==> src/rtl/core/physical_extent_allocator_assert.svh <==
// Assertion macros used by the extent allocator top level.
`ifndef PHYSICAL_EXTENT_ALLOCATOR_ASSERT_SVH
`define PHYSICAL_EXTENT_ALLOCATOR_ASSERT_SVH

// Check cons in the same cycle as ante.
`define PEA_ASSERT_NOW(label, clk, rst_n, ante, cons) \
    label: assert property (@(posedge clk) disable iff (!rst_n) (ante) |-> (cons)) \
        else $error("extent allocator assertion failed");

// Check cons in the cycle after ante.
`define PEA_ASSERT_NEXT(label, clk, rst_n, ante, cons) \
    label: assert property (@(posedge clk) disable iff (!rst_n) (ante) |=> (cons)) \
        else $error("extent allocator assertion failed");

`endif

==> src/rtl/core/pea_ram.sv <==
// Generic single-write, single-read RAM with registered read data.
module pea_ram #(
    parameter int WIDTH = 8,
    parameter int DEPTH = 16
) (
    input  logic                     i_clk,
    input  logic                     i_we,
    input  logic [$clog2(DEPTH)-1:0] i_waddr,
    input  logic [WIDTH-1:0]         i_wdata,
    input  logic [$clog2(DEPTH)-1:0] i_raddr,
    output logic [WIDTH-1:0]         o_rdata
);

    logic [WIDTH-1:0] r_mem [DEPTH];
    logic [WIDTH-1:0] r_rdata;

    always_ff @(posedge i_clk) begin
        if (i_we) begin
            r_mem[i_waddr] <= i_wdata;
        end
        r_rdata <= r_mem[i_raddr];
    end

    assign o_rdata = r_rdata;

endmodule
==> config.mk <==
export PLATFORM = sky130hd
export DESIGN_NAME = pea_ram
export DESIGN_NICKNAME = d
export VERILOG_FILES = /design/src/rtl/core/physical_extent_allocator_assert.svh /design/src/rtl/core/pea_ram.sv
export SDC_FILE = /design/constraint.sdc
export NUM_CORES = 1
export LEC_CHECK = 0
export BUFFER_PORTS_ARGS = -buffer_cell sky130_fd_sc_hd__buf_4
export CAP_MARGIN = 20
export CORE_AREA = 2 2 108 110
export CTS_CLUSTER_DIAMETER = 120
export DETAILED_ROUTE_END_ITERATION = 12
export DIE_AREA = 0 0 110 112
export SYNTH_ARGS = -nofsm -noshare
export SYNTH_HDL_FRONTEND = slang
export SYNTH_SLANG_ARGS = --single-unit
==> constraint.sdc <==
create_clock -name i_clk -period 2.65 [get_ports i_clk]
set_clock_uncertainty 0.1 [all_clocks]
set_input_delay 0.53 -clock i_clk [delete_from_list [all_inputs] [get_ports i_clk]]
set_output_delay 0.53 -clock i_clk [all_outputs]
set_load 0.02 [all_outputs]
==> results.ini <==
[yosys]
synth_top_area_share_pct = 74.67
yosysTopAreaCell = edfxtp_1
ys_ff_latch = 136
synth_area_leaders = edfxtp_1 75%, mux4_2 7.9%, mux4_1 7.1%
yosys.area_share.simple_pct = 3.184
syn_area_per_cell_sq_um = 22.48
synthAdderAreaFrac_pct = 0
synth_compound_area_share_pct = 2.333
synth_xor_area_share_pct = 0
syn_nets = 247
synth_ff_type = edfxtp_1
yosysWarnings = 0
seq_area_frac_synth_pct = 77.78
synthCells = 229
synthMuxAreaShare_pct = 15.02
ys_types = 19
synth_area_sq_um = 5147
synth_edf_count = 128
ys_async_sr_fraction_pct = 0
synth_top_family_by_area = multiplexers

[floorplan]
pin_count = 26
fp.dieH_microns = 112
die-area_sq_um = 12320
initial_core_util_pct = 46.06
num_rows = 39
chipWidth_microns = 110
core_area_sq_um = 11170

[critical_path]
crit_fanout = 9
endpoint_kind = flop
critPathLaunchType = primary input
criticalPathCategory = in -> reg
cp_data_arrival_time_ps = 1900
crit_required_ps = 2840

[drt]
vias_per_cell = 5.516
vias = 2416
drc = 0
drtAntennaViolNets = 0
routed_wl_microns = 9975
routedWlPerCell_microns = 22.77
first_pass_iters = 4
drt_iter0_markers = 313

[timing]
rsz0062_at_grt = no
hold_viol = 0
tightest_slew_ps = 713.3
finalCriticalPeriod_ps = 1715
maxSlewHeadroom_pct = 52.27
fin_ws_ps = 935.4
finalSetupViolCount = 0
setup-tns-final_ps = 0
fmax_ghz = 0.5832
drv_slew = 0
period_share_pct = 64.70

[clock_tree]
clockBufferDepth = 2
clockRootBuffer = clkbuf_16
cts_resized = 0
clock-sinks = 136
cts_tree = done
hold_buffers = 0
cts_buffers = 17
cts_setup_buffers = 0
cts.clk_slew.worst_paths_ps = 60
htree_levels = 4
insertion_delay_ps = 400

[grt]
overflow = 0
track_usage_pct = 17.97
grt_max_degree = 33
antenna_found_initial = 0
grt_pass1_vias = 2505
grt_pass1_wl_microns = 15210

[finish]
antenna_cells = 0
area_delta_synth_final_pct = 19.62
drive_gt1_share_pct = 29.83
stdcell_area_sq_um = 6157
nNetsFinal = 301
final_util_pct = 55.10

[place]
dpl_cell_area_sq_um = 5590
pre_cts_slack_ps = 481.4
gp_congestion = 0.7191
dp_hpwl_microns = 6277
port_buffers = 25

[run]
cap_violations = 0

[power_and_ir_drop]
total_power_w = 0.004924
powerDensity_nw_per_um2 = 799.7
p_leak_nw = 2.095
ir_drop_v = 0.0004759

[min_path]
hold_path.class = in -> reg

[status]
status = finished clean

[cells in the mapped netlist (2+ instances only)]
cell type,n
buf_2,3
mux4_1,14
nand3b_1,2
clkdlybuf4s25_2,3
nor3_1,4
buf_6,3
edfxtp_1,128
nand2b_1,2
nor2_1,13
mux4_2,18
nand2_1,9
dfxtp_1,8
a22oi_1,16
[metal layers]
layer | up-vias | GRT usage (%) | share of wire [%]
li1 | 1082 | - | -
met1 | 1256 | 26.63 | 47
met2 | 66 | 26.34 | 49
met3 | 12 | 3.689 | 3.5
met4 | 0 | 7.089 | 1.2
met5 | - | 0 | 0
[layout make-up]
type	instances	area (sq um)
clock buffers	19	432.9
clock inverters	12	133.9
fillers	848	5017
multi-input cells	83	1057
flip-flops and latches	136	4004
well taps	143	178.9
repair buffers	45	350.3
[registers in the layout, summed over array words and instances (netlist names)]
| name | cells |
|---|---|
| o_rdata | 8 |
| r_mem | 128 |
[per-stage QoR]
| stage | hold slack, ps | std cells |
|---|---|---|
| global placement | 550.0 | 407 |
| detailed placement | 553.9 | 407 |
| CTS | 321.8 | 438 |
| floorplan | 528.9 | 229 |
| global route | 337.1 | 438 |
| finish | 329.7 | 438 |
[logic make-up after synthesis]
kind of cell | Yosys count
compound gates | 16
mux | 32
simple gates | 35
flops | 136
buf+inv | 10
[worst max-delay path: stages]
cell	delay [ps]
buf_4	210
buf_4	240
mux4_1	580
a22oi_1	260
nand2_1	70
[report_power, final]
part           internal, W  switching, W  leakage [nW]
Clock              0.00145      0.000801         0.270
Sequential         0.00241     0.0000179          1.22
Combinational     0.000111      0.000136         0.601
Total              0.00397      0.000955          2.10
[cells in the final DEF (no fill, tap or decap), drive strengths merged]
| master | count |
|---|---|
| mux4 | 32 |
| bufinv | 3 |
| and2b | 1 |
| buf | 45 |
| and2 | 1 |
| nor2b | 1 |
| nand2 | 9 |
| dfxtp | 8 |
| clkinv | 7 |
| nand3 | 1 |
| nand2b | 2 |
| or3b | 1 |
| a22oi | 16 |
| edfxtp | 128 |
| nand3b | 2 |
| clkinvlp | 2 |
| clkbuf | 19 |
| nor2 | 13 |
| nor3 | 4 |
[final timing paths]
check,to,cells past startpoint,slack (ps),start
worst max register to register,o_rdata[6],3,1210,r_mem[3][6]
worst min register to register,o_rdata[1],3,570,r_mem[5][1]
worst min-delay path,r_mem[4][5],1,330,i_wdata[5]
worst max-delay path,o_rdata[4],5,940,i_raddr[0]
Power figures use the tool's default switching activity.
